`config.mk`:
```
export PLATFORM = sky130hd
export DESIGN_NAME = clock_buffer_pool_frame_manager_unit_flat
export DESIGN_NICKNAME = d
export VERILOG_FILES = /design/src/hdl/cbp_pkg.sv /design/src/hdl/cbp_req_if.sv /design/src/hdl/cbp_rsp_if.sv /design/src/hdl/cbp_frame_mem.sv /design/src/hdl/cbp_hand_mod.sv /design/src/hdl/clock_buffer_pool_frame_manager_unit.sv /design/src/flat_wrapper.sv
export SDC_FILE = /design/constraint.sdc
export NUM_CORES = 2
export LEC_CHECK = 0
export BUFFER_PORTS_ARGS = -buffer_cell sky130_fd_sc_hd__buf_2
export CORE_MARGIN = 1.5
export CORE_UTILIZATION = 60
export DETAILED_ROUTE_END_ITERATION = 8
export PLACE_DENSITY = 0.74
export SYNTH_ARGS = -nofsm -noshare
export SYNTH_HDL_FRONTEND = slang
export SYNTH_SLANG_ARGS = --single-unit
```
`constraint.sdc`:
```
create_clock -name clk -period 19.2 [get_ports clk]
set_input_delay 3.84 -clock clk [delete_from_list [all_inputs] [get_ports clk]]
set_output_delay 3.84 -clock clk [all_outputs]
set_load 0.1 [all_outputs]
```
`src/hdl/cbp_pkg.sv`:
```
package cbp_pkg;

    // fixed payload widths
    localparam int BLOCK_W  = 32;
    localparam int INDEX_W  = 6;
    localparam int STATUS_W = 2;
    localparam int FIU_W    = 7;

    // frames_in_use reset value
    localparam logic [FIU_W-1:0] FIU_RESET = 7'd64;

    // command codes
    localparam logic CMD_PIN   = 1'b0;
    localparam logic CMD_UNPIN = 1'b1;

    // result status codes
    typedef logic [STATUS_W-1:0] status_t;
    localparam status_t ST_OK           = 2'd0;
    localparam status_t ST_NO_FREE      = 2'd1;
    localparam status_t ST_NOT_RESIDENT = 2'd2;
    localparam status_t ST_UNDERFLOW    = 2'd3;

endpackage

```
`src/hdl/cbp_req_if.sv`:
```
interface cbp_req_if;
    logic                        valid;
    logic                        ready;
    logic                        command;
    logic [cbp_pkg::BLOCK_W-1:0] block_num;

    modport source (output valid, output command, output block_num, input ready);
    modport sink   (input valid, input command, input block_num, output ready);
endinterface

```
`src/hdl/cbp_rsp_if.sv`:
```
interface cbp_rsp_if;
    logic                        valid;
    logic                        ready;
    logic                        hit;
    logic [cbp_pkg::INDEX_W-1:0] frame_index;
    logic                        fetch_needed;
    logic                        evicted_valid;
    logic [cbp_pkg::BLOCK_W-1:0] evicted_block;
    cbp_pkg::status_t            status;

    modport source (
        output valid, output hit, output frame_index, output fetch_needed,
        output evicted_valid, output evicted_block, output status,
        input  ready
    );
    modport sink (
        input  valid, input hit, input frame_index, input fetch_needed,
        input  evicted_valid, input evicted_block, input status,
        output ready
    );
endinterface

```
`src/hdl/cbp_frame_mem.sv`:
```
module cbp_frame_mem #(
    parameter int DEPTH = 64,
    parameter int AW    = 6,
    parameter int DW    = 50
) (
    input  logic          clk,
    input  logic          we,
    input  logic [AW-1:0] waddr,
    input  logic [DW-1:0] wdata,
    input  logic [AW-1:0] raddr,
    output logic [DW-1:0] rdata
);

    logic [DW-1:0] mem [DEPTH];

    // one write port, one registered read port
    always_ff @(posedge clk)
    begin
        if (we)
        begin
            mem[waddr] <= wdata;
        end
        rdata <= mem[raddr];
    end

endmodule

```
`src/hdl/cbp_hand_mod.sv`:
```
module cbp_hand_mod #(
    parameter int HW    = 6,
    parameter int CNT_W = 7
) (
    input  logic             clk,
    input  logic             rst_n,
    input  logic             start,
    input  logic [HW-1:0]    dividend,
    input  logic [CNT_W-1:0] divisor,
    output logic             done,
    output logic [HW-1:0]    remainder
);

    localparam int DW = CNT_W + HW;
    localparam int KW = (HW > 1) ? $clog2(HW) : 1;

    logic          run_reg, run_next;
    logic          done_reg, done_next;
    logic [KW-1:0] k_reg, k_next;
    logic [HW-1:0] rem_reg, rem_next;
    logic [DW-1:0] shifted;

    // restoring remainder, one quotient bit per cycle
    always_comb
    begin
        shifted   = DW'(divisor) << k_reg;
        run_next  = run_reg;
        k_next    = k_reg;
        rem_next  = rem_reg;
        done_next = 1'b0;
        if (start)
        begin
            run_next = 1'b1;
            k_next   = KW'(HW - 1);
            rem_next = dividend;
        end
        else if (run_reg)
        begin
            if (DW'(rem_reg) >= shifted)
            begin
                rem_next = rem_reg - shifted[HW-1:0];
            end
            if (k_reg == '0)
            begin
                run_next  = 1'b0;
                done_next = 1'b1;
            end
            else
            begin
                k_next = k_reg - KW'(1);
            end
        end
    end

    always_ff @(posedge clk or negedge rst_n)
    begin
        if (!rst_n)
        begin
            run_reg  <= 1'b0;
            done_reg <= 1'b0;
            k_reg    <= '0;
        end
        else
        begin
            run_reg  <= run_next;
            done_reg <= done_next;
            k_reg    <= k_next;
        end
    end

    always_ff @(posedge clk)
    begin
        rem_reg <= rem_next;
    end

    assign done      = done_reg;
    assign remainder = rem_reg;

endmodule

```
`src/hdl/clock_buffer_pool_frame_manager_unit.sv`:
```
// a lookup reads the n frames in use in order up to a match, one frame read per cycle
// a miss on a pin then wraps the clock hand (remainder by n) and sweeps up to 2n
// frames, one frame per cycle; the result then passes through ST_OUT to the output registers
// one request at a time: a new one is taken only in the idle state
// reset: asynchronous, active low; a clearing pass then writes all FRAME_COUNT frames
// empty while no request is taken (configuration writes still land)
module clock_buffer_pool_frame_manager_unit #(
    parameter int FRAME_COUNT = 64,
    parameter int BLOCK_BITS  = 32,
    parameter int PIN_BITS    = 16
) (
    input  logic                      clk,
    input  logic                      rst_n,
    cbp_req_if.sink                   req,
    cbp_rsp_if.source                 rsp,
    input  logic                      cfg_wr_en,
    input  logic [cbp_pkg::FIU_W-1:0] cfg_wr_data
);

    localparam int HW    = $clog2(FRAME_COUNT);
    localparam int CNT_W = $clog2(FRAME_COUNT + 1);
    localparam int EW    = BLOCK_BITS + PIN_BITS + 2;
    localparam int V_BIT = EW - 1;
    localparam int S_BIT = EW - 2;
    localparam int P_LSB = BLOCK_BITS;

    localparam logic [2:0] ST_CLEAR = 3'd0;
    localparam logic [2:0] ST_IDLE  = 3'd1;
    localparam logic [2:0] ST_LOOK  = 3'd2;
    localparam logic [2:0] ST_MOD   = 3'd3;
    localparam logic [2:0] ST_SWEEP = 3'd4;
    localparam logic [2:0] ST_OUT   = 3'd5;

    logic [2:0]               state_reg, state_next;
    logic                     cmd_reg, cmd_next;
    logic [BLOCK_BITS-1:0]    blk_reg, blk_next;
    logic [CNT_W-1:0]         n_reg, n_next;
    logic [CNT_W-1:0]         idx_reg, idx_next;
    logic [HW-1:0]            sw_ptr_reg, sw_ptr_next;
    logic                     pend_reg, pend_next;
    logic [HW-1:0]            pend_addr_reg, pend_addr_next;
    logic [CNT_W:0]           step_reg, step_next;
    logic [HW-1:0]            hand_reg, hand_next;
    logic [HW-1:0]            clr_reg, clr_next;
    logic                     fwd_hit_reg;
    logic [EW-1:0]            fwd_data_reg;
    logic [cbp_pkg::FIU_W-1:0] fiu_reg;

    logic                        res_hit_reg, res_hit_next;
    logic [cbp_pkg::INDEX_W-1:0] res_idx_reg, res_idx_next;
    logic                        res_fetch_reg, res_fetch_next;
    logic                        res_evv_reg, res_evv_next;
    logic [cbp_pkg::BLOCK_W-1:0] res_evb_reg, res_evb_next;
    cbp_pkg::status_t            res_status_reg, res_status_next;

    logic                        rsp_valid_reg;
    logic                        rsp_hit_reg;
    logic [cbp_pkg::INDEX_W-1:0] rsp_idx_reg;
    logic                        rsp_fetch_reg;
    logic                        rsp_evv_reg;
    logic [cbp_pkg::BLOCK_W-1:0] rsp_evb_reg;
    cbp_pkg::status_t            rsp_status_reg;
    logic                        rsp_load;

    logic          mem_we;
    logic [HW-1:0] mem_waddr;
    logic [EW-1:0] mem_wdata;
    logic [HW-1:0] mem_raddr;
    logic [EW-1:0] mem_rdata;

    logic          mod_start;
    logic          mod_done;
    logic [HW-1:0] mod_rem;

    logic [EW-1:0]            ent;
    logic                     ent_valid;
    logic                     ent_sc;
    logic [PIN_BITS-1:0]      ent_pins;
    logic [BLOCK_BITS-1:0]    ent_block;
    logic [CNT_W-1:0]         n_calc;
    logic                     sweep_end;

    // advance the clock hand with wrap at the frame count
    function automatic logic [HW-1:0] hand_step(input logic [HW-1:0] p,
                                                input logic [CNT_W-1:0] n);
        logic [CNT_W-1:0] p1;
        begin
            p1 = CNT_W'(p) + CNT_W'(1);
            hand_step = (p1 == n) ? '0 : p1[HW-1:0];
        end
    endfunction

    cbp_frame_mem #(
        .DEPTH (FRAME_COUNT),
        .AW    (HW),
        .DW    (EW)
    ) u_mem (
        .clk   (clk),
        .we    (mem_we),
        .waddr (mem_waddr),
        .wdata (mem_wdata),
        .raddr (mem_raddr),
        .rdata (mem_rdata)
    );

    cbp_hand_mod #(
        .HW    (HW),
        .CNT_W (CNT_W)
    ) u_mod (
        .clk       (clk),
        .rst_n     (rst_n),
        .start     (mod_start),
        .dividend  (hand_reg),
        .divisor   (n_reg),
        .done      (mod_done),
        .remainder (mod_rem)
    );

    // read data with forwarding of a same-address write
    always_comb
    begin
        ent       = fwd_hit_reg ? fwd_data_reg : mem_rdata;
        ent_valid = ent[V_BIT];
        ent_sc    = ent[S_BIT];
        ent_pins  = ent[P_LSB +: PIN_BITS];
        ent_block = ent[BLOCK_BITS-1:0];
    end

    // effective frame count from the register
    always_comb
    begin
        if (fiu_reg == '0)
        begin
            n_calc = CNT_W'(1);
        end
        else if (int'(fiu_reg) > FRAME_COUNT)
        begin
            n_calc = CNT_W'(FRAME_COUNT);
        end
        else
        begin
            n_calc = CNT_W'(fiu_reg);
        end
    end

    assign sweep_end = ((step_reg + (CNT_W+1)'(1)) == {n_reg, 1'b0});
    assign req.ready = (state_reg == ST_IDLE);
    assign rsp_load  = (state_reg == ST_OUT) && (!rsp_valid_reg || rsp.ready);

    // control sequencer
    always_comb
    begin
        state_next      = state_reg;
        cmd_next        = cmd_reg;
        blk_next        = blk_reg;
        n_next          = n_reg;
        idx_next        = idx_reg;
        sw_ptr_next     = sw_ptr_reg;
        pend_next       = pend_reg;
        pend_addr_next  = pend_addr_reg;
        step_next       = step_reg;
        hand_next       = hand_reg;
        clr_next        = clr_reg;
        res_hit_next    = res_hit_reg;
        res_idx_next    = res_idx_reg;
        res_fetch_next  = res_fetch_reg;
        res_evv_next    = res_evv_reg;
        res_evb_next    = res_evb_reg;
        res_status_next = res_status_reg;
        mem_we          = 1'b0;
        mem_waddr       = pend_addr_reg;
        mem_wdata       = ent;
        mem_raddr       = '0;
        mod_start       = 1'b0;

        unique case (state_reg)
            ST_CLEAR:
            begin
                mem_we    = 1'b1;
                mem_waddr = clr_reg;
                mem_wdata = '0;
                clr_next  = clr_reg + HW'(1);
                if (clr_reg == HW'(FRAME_COUNT - 1))
                begin
                    state_next = ST_IDLE;
                end
            end
            ST_IDLE:
            begin
                if (req.valid)
                begin
                    cmd_next   = req.command;
                    blk_next   = BLOCK_BITS'(req.block_num);
                    n_next     = n_calc;
                    idx_next   = '0;
                    pend_next  = 1'b0;
                    state_next = ST_LOOK;
                end
            end
            ST_LOOK:
            begin
                if (pend_reg && ent_valid && (ent_block == blk_reg))
                begin
                    // resident: update pins in place
                    res_hit_next    = 1'b1;
                    res_idx_next    = cbp_pkg::INDEX_W'(pend_addr_reg);
                    res_fetch_next  = 1'b0;
                    res_evv_next    = 1'b0;
                    res_evb_next    = '0;
                    res_status_next = cbp_pkg::ST_OK;
                    pend_next       = 1'b0;
                    state_next      = ST_OUT;
                    if (cmd_reg == cbp_pkg::CMD_PIN)
                    begin
                        mem_we    = 1'b1;
                        mem_wdata = {1'b1, 1'b1,
                                     (ent_pins == '1) ? ent_pins
                                                      : ent_pins + PIN_BITS'(1),
                                     ent_block};
                    end
                    else if (ent_pins == '0)
                    begin
                        res_status_next = cbp_pkg::ST_UNDERFLOW;
                    end
                    else
                    begin
                        mem_we    = 1'b1;
                        mem_wdata = {ent_valid, ent_sc, ent_pins - PIN_BITS'(1), ent_block};
                    end
                end
                else if (!pend_reg && (idx_reg == n_reg))
                begin
                    // not resident
                    res_hit_next   = 1'b0;
                    res_idx_next   = '0;
                    res_fetch_next = 1'b0;
                    res_evv_next   = 1'b0;
                    res_evb_next   = '0;
                    if (cmd_reg == cbp_pkg::CMD_UNPIN)
                    begin
                        res_status_next = cbp_pkg::ST_NOT_RESIDENT;
                        state_next      = ST_OUT;
                    end
                    else
                    begin
                        mod_start  = 1'b1;
                        state_next = ST_MOD;
                    end
                end
                else if (idx_reg != n_reg)
                begin
                    mem_raddr      = idx_reg[HW-1:0];
                    pend_next      = 1'b1;
                    pend_addr_next = idx_reg[HW-1:0];
                    idx_next       = idx_reg + CNT_W'(1);
                end
                else
                begin
                    pend_next = 1'b0;
                end
            end
            ST_MOD:
            begin
                if (mod_done)
                begin
                    hand_next   = mod_rem;
                    sw_ptr_next = hand_step(mod_rem, n_reg);
                    pend_next   = 1'b0;
                    step_next   = '0;
                    state_next  = ST_SWEEP;
                end
            end
            ST_SWEEP:
            begin
                // read one frame ahead of the hand
                mem_raddr      = sw_ptr_reg;
                pend_next      = 1'b1;
                pend_addr_next = sw_ptr_reg;
                sw_ptr_next    = hand_step(sw_ptr_reg, n_reg);
                if (pend_reg)
                begin
                    hand_next = pend_addr_reg;
                    step_next = step_reg + (CNT_W+1)'(1);
                    if ((ent_pins == '0) && !ent_sc)
                    begin
                        // victim found: evict its block if valid and install
                        mem_we          = 1'b1;
                        mem_wdata       = {1'b1, 1'b1, PIN_BITS'(1), blk_reg};
                        res_hit_next    = 1'b0;
                        res_idx_next    = cbp_pkg::INDEX_W'(pend_addr_reg);
                        res_fetch_next  = 1'b1;
                        res_evv_next    = ent_valid;
                        res_evb_next    = ent_valid ? cbp_pkg::BLOCK_W'(ent_block) : '0;
                        res_status_next = cbp_pkg::ST_OK;
                        state_next      = ST_OUT;
                    end
                    else
                    begin
                        if (ent_pins == '0)
                        begin
                            // second chance used up
                            mem_we    = 1'b1;
                            mem_wdata = {ent_valid, 1'b0, ent_pins, ent_block};
                        end
                        if (sweep_end)
                        begin
                            res_status_next = cbp_pkg::ST_NO_FREE;
                            state_next      = ST_OUT;
                        end
                    end
                end
            end
            ST_OUT:
            begin
                if (rsp_load)
                begin
                    state_next = ST_IDLE;
                end
            end
            default:
            begin
                state_next = ST_IDLE;
            end
        endcase
    end

    // control registers
    always_ff @(posedge clk or negedge rst_n)
    begin
        if (!rst_n)
        begin
            state_reg     <= ST_CLEAR;
            clr_reg       <= '0;
            pend_reg      <= 1'b0;
            idx_reg       <= '0;
            step_reg      <= '0;
            hand_reg      <= '0;
            fwd_hit_reg   <= 1'b0;
            fiu_reg       <= cbp_pkg::FIU_RESET;
            rsp_valid_reg <= 1'b0;
        end
        else
        begin
            state_reg   <= state_next;
            clr_reg     <= clr_next;
            pend_reg    <= pend_next;
            idx_reg     <= idx_next;
            step_reg    <= step_next;
            hand_reg    <= hand_next;
            fwd_hit_reg <= mem_we && (mem_waddr == mem_raddr);
            if (cfg_wr_en)
            begin
                fiu_reg <= cfg_wr_data;
            end
            if (rsp_load)
            begin
                rsp_valid_reg <= 1'b1;
            end
            else if (rsp.ready)
            begin
                rsp_valid_reg <= 1'b0;
            end
        end
    end

    // payload registers
    always_ff @(posedge clk)
    begin
        cmd_next_latch: begin
            cmd_reg        <= cmd_next;
            blk_reg        <= blk_next;
            n_reg          <= n_next;
            sw_ptr_reg     <= sw_ptr_next;
            pend_addr_reg  <= pend_addr_next;
            fwd_data_reg   <= mem_wdata;
            res_hit_reg    <= res_hit_next;
            res_idx_reg    <= res_idx_next;
            res_fetch_reg  <= res_fetch_next;
            res_evv_reg    <= res_evv_next;
            res_evb_reg    <= res_evb_next;
            res_status_reg <= res_status_next;
        end
        if (rsp_load)
        begin
            rsp_hit_reg    <= res_hit_reg;
            rsp_idx_reg    <= res_idx_reg;
            rsp_fetch_reg  <= res_fetch_reg;
            rsp_evv_reg    <= res_evv_reg;
            rsp_evb_reg    <= res_evb_reg;
            rsp_status_reg <= res_status_reg;
        end
    end

    // result transfer
    assign rsp.valid         = rsp_valid_reg;
    assign rsp.hit           = rsp_hit_reg;
    assign rsp.frame_index   = rsp_idx_reg;
    assign rsp.fetch_needed  = rsp_fetch_reg;
    assign rsp.evicted_valid = rsp_evv_reg;
    assign rsp.evicted_block = rsp_evb_reg;
    assign rsp.status        = rsp_status_reg;

endmodule

```
`src/flat_wrapper.sv`:
```
// flat-port wrapper written by rule: the top's interface ports become plain ports
module clock_buffer_pool_frame_manager_unit_flat 
#(
    parameter int FRAME_COUNT = 64,
    parameter int BLOCK_BITS  = 32,
    parameter int PIN_BITS    = 16
)
  (clk, rst_n, cfg_wr_en, cfg_wr_data, req_valid, req_command, req_block_num, req_ready, rsp_valid, rsp_hit, rsp_frame_index, rsp_fetch_needed, rsp_evicted_valid, rsp_evicted_block, rsp_status, rsp_ready);
  cbp_req_if req_i ();
  cbp_rsp_if rsp_i ();
  input  logic clk;
  input  logic rst_n;
  input  logic cfg_wr_en;
  input  logic [cbp_pkg::FIU_W-1:0] cfg_wr_data;
  input wire logic [$bits(req_i.valid)-1:0] req_valid;
  input wire logic [$bits(req_i.command)-1:0] req_command;
  input wire logic [$bits(req_i.block_num)-1:0] req_block_num;
  output wire logic [$bits(req_i.ready)-1:0] req_ready;
  output wire logic [$bits(rsp_i.valid)-1:0] rsp_valid;
  output wire logic [$bits(rsp_i.hit)-1:0] rsp_hit;
  output wire logic [$bits(rsp_i.frame_index)-1:0] rsp_frame_index;
  output wire logic [$bits(rsp_i.fetch_needed)-1:0] rsp_fetch_needed;
  output wire logic [$bits(rsp_i.evicted_valid)-1:0] rsp_evicted_valid;
  output wire logic [$bits(rsp_i.evicted_block)-1:0] rsp_evicted_block;
  output wire logic [$bits(rsp_i.status)-1:0] rsp_status;
  input wire logic [$bits(rsp_i.ready)-1:0] rsp_ready;
  assign req_i.valid = req_valid;
  assign req_i.command = req_command;
  assign req_i.block_num = req_block_num;
  assign req_ready = req_i.ready;
  assign rsp_valid = rsp_i.valid;
  assign rsp_hit = rsp_i.hit;
  assign rsp_frame_index = rsp_i.frame_index;
  assign rsp_fetch_needed = rsp_i.fetch_needed;
  assign rsp_evicted_valid = rsp_i.evicted_valid;
  assign rsp_evicted_block = rsp_i.evicted_block;
  assign rsp_status = rsp_i.status;
  assign rsp_i.ready = rsp_ready;
  clock_buffer_pool_frame_manager_unit #(.FRAME_COUNT(FRAME_COUNT), .BLOCK_BITS(BLOCK_BITS), .PIN_BITS(PIN_BITS)) u_core (.clk(clk), .rst_n(rst_n), .req(req_i), .rsp(rsp_i), .cfg_wr_en(cfg_wr_en), .cfg_wr_data(cfg_wr_data));
endmodule
```
==> results.md <==
- Dpl hpwl: 180 mm
- Post-synth top area share: 74.9%
- Lkg Pwr: 41.4 nW
- Most frequent cells in the layout: edfxtp_1 (3344), nand2_1 (649), mux4_2 (484)
- Critical Path RT: 20050 ps
- Drt total wl: 342 mm
- Most common cell after layout, fill and taps aside: edfxtp_1
- R2R Path End: u_core.u_mem.rdata[18]$_DFF_P_
- Post-Syn Instances: 7112
- TritonCTS clock tree: built
- Top Metal Used: met5
- CP endpoint kind: flop
- Root Buffer: clkbuf_16
- Crit path max-delay cell type: buf_4
- Worst Max-Slew Pin Slew: 1350 ps
- Max FFs per register: 3200
- Largest cells by area after synthesis: edfxtp_1 (75%), mux4_2 (8.1%), mux2i_1 (3.5%)
- R2R setup slack: 9270 ps
- Post-route ant nets: 0
- Rel. slew slack: 8.95%
- WL met1: 128 mm
- Worst setup endpoint: u_core.u_mem.rdata[18]$_DFF_P_
- Placed Area: 139000 sq um
- CTS clock-pin slew for the worst setup and hold paths: 60 ps
- Grt ovf: 0
- Vias in the first global route: 70.9k
- Setup TNS: 0 ps
- Tot GR Track Use: 30.1%
- Fillers: 13.7k
- Unrepaired setup endpoints after global routing: no
- First-pass GRT wire length: 488 mm
- Kind of critical path: flop to flop
- Antenna violations before repair: 20
- Crit path max-delay family: buffers and inverters
- Htree depth: 5
- Min Tclk post-route: 9930 ps
- Avg Vias per Cell: 6.80
- Area leader, netlist: edfxtp_1
- Pin count of the biggest net entering global routing: 138
- DR vias: 71.8k
- Max Buffers Root-to-Sink: 4
- FF-to-FF path depth: 16
- Ys Warns: 0
- # IOs: 90
- Total power: 14.7 mW
- Post-synth ARST share: 1.29%
- Mapped Nets: 7174
- Post-CTS Setup Inserts: 0
- Post-synthesis register bit count: 3489
- DRC viols: 0
- Syn_area_per_cell: 18.8 sq um
- Final hold vios: 0
- Area grow syn2layout: 11.6%
- Core box area: 222000 sq um
- Row count: 173
- Arrival @ worst endpoint: 10770 ps
- # nets final: 7396
- Synth cell types: 72
- Outcome: completed
- Met3 WL: 40.7 mm
- Iter 0 DRT Violations: 10.3k
- Buffers on Ports: 89
- Worst path depth: 16
- Top_reg_cell synth: edfxtp_1
- Ratio of cells with drive above 1 in the final layout: 18.4%
- Final setup violation count: 0
- CP max stage delay: 800 ps
- Clock sinks: 3489
- Max Fclk: 101 MHz
- Worst-Skew Late Latency: 970 ps
- Final Max Slew Viols: 0
- Setup crit start kind: flop
- Max VDD drop: 0.0998 mV
- Crit-path cells: buf_4 -> mux2i_1 -> xnor2_1 -> nor4_1 -> nand4_1 -> or3_1 -> a31oi_4 -> buf_4 -> buf_4 -> buf_12 -> buf_4 -> buf_4 -> mux4_2 -> a2111oi_0 -> a21oi_1 -> and3_1
- Max-Cap Viols: 0
- Met2 WL: 162 mm
- Post-route cell area: 150000 sq um
- Die ar.: 226000 sq um
- Number of CTS-inserted buffers: 341
- Number of hold buffers added after CTS: 0
- Post_cts resized: 0
- CP Max Fanout: 87
- WL per Instance: 32.3 um
- DIE WIDTH: 476 um
- Tcrit/Tclk final: 51.7%
- Seq/Total Area, Yosys: 77.3%
- RD Place Congestion: 0.883
- Initial Utilization: 60.3%
- Final Skew: 50.4 ps
- Cell mode on critical path: buf_4
- Post-Synthesis Cell Area: 134000 sq um
- R2R Path Start: u_core.fwd_hit_reg$_DFF_PN0_
- Min Hold Slack: 418 ps
- Hold Path Origin: u_core.res_status_reg[1]$_SDFFCE_PP0P_
- PwrDens: 98.2 nW/um^2
- Post-synth EDFFs: 3344
- Die H: 476 um
- First-pass detailed-route iteration total: 6
- Hold Crit Class: flop to flop
- CP Launch Point: u_core.fwd_hit_reg$_DFF_PN0_
- Worst path buffer plus inverter count: 6
[stage by stage]
stage / utilization (%) / std cells / setup WS [ps]
after global placement: 62.6 / 9966 / 9180
after floorplan: - / 7112 / 12640
after detailed placement: 62.6 / 9966 / 9170
after global routing: 67.4 / 10600 / 8550
final: 67.4 / 10600 / 9270
after CTS: 67.3 / 10600 / 9130
[area by class of cell]
type                            count  area [sq um]  share of cell area (%)
Clock buffer                      432          9130                    6.10
Sequential cell                  3489        104000                    69.2
Clock inverter                    169          1520                    1.02
Timing Repair Buffer              282          1990                    1.33
Antenna cell                        4          10.0                 0.00669
Multi-Input combinational cell   3199         29600                    19.8
Inverter                           21          78.8                  0.0527
Tap cell                         2975          3720                    2.49
[kinds of logic (layout without fill, tap and decap cells)]
| kind of cell | Yosys count | count (layout) | share of synthesized area (%) |
|---|---|---|---|
| adders and majority gates | 17 | 17 | 0.164 |
| buffers and inverters | 424 | 904 | 1.55 |
| DFF | 3489 | 3489 | 77.3 |
| xor gates and xnor gates | 97 | 97 | 0.634 |
| muxes | 971 | 971 | 11.8 |
| and+or+nand+nor | 1150 | 1150 | 3.86 |
| AOI/OAI and AO/OA | 964 | 964 | 4.71 |
| other | 0 | 4 | 0 |
[report_power, final]
part	switching [mW]	internal, mW	leakage, nW
registers	0.00143	8.21	24.7
clock network	2.75	3.72	5.23
logic	0.00517	0.00523	11.4
[metal layers]
layer,up-vias,track usage [%]
met1,37200,42.1
met4,6,9.45
met5,-,0
met2,4727,47.4
li1,29200,-
met3,724,7.29
[Yosys cell counts, types with 28 or more instances]
cell and count:
nand2_1 652, nor2_1 163, edfxtp_1 3344, nor4_1 65, and3_1 64, buf_1 37
dfrtp_1 44, a22oi_1 101, a21oi_1 285, o22ai_1 223, clkbuf_1 180, xnor2_1 69
nand3_1 56, xor2_1 28, buf_4 39, mux4_2 484, mux2i_1 466, or4_1 50
dfxtp_1 100, o21ai_0 85, a2111oi_0 97, a22o_1 98, buf_2 123
[how the worst min path moves through the flow]
stage / slack (ps) / to / depth (start not counted)
after floorplan: 400 / u_core.rsp.evicted_block[0]$_DFFE_PP_ / 0
after global placement: 400 / u_core.rsp.status[0]$_DFFE_PP_ / 0
after detailed placement: 400 / u_core.rsp.evicted_block[17]$_DFFE_PP_ / 0
after CTS: 420 / u_core.rsp.status[1]$_DFFE_PP_ / 0
after global routing: 420 / u_core.rsp.frame_index[5]$_DFFE_PP_ / 0
final: 420 / u_core.rsp.status[1]$_DFFE_PP_ / 0
Note: power is estimated with default switching activity, not from simulation.
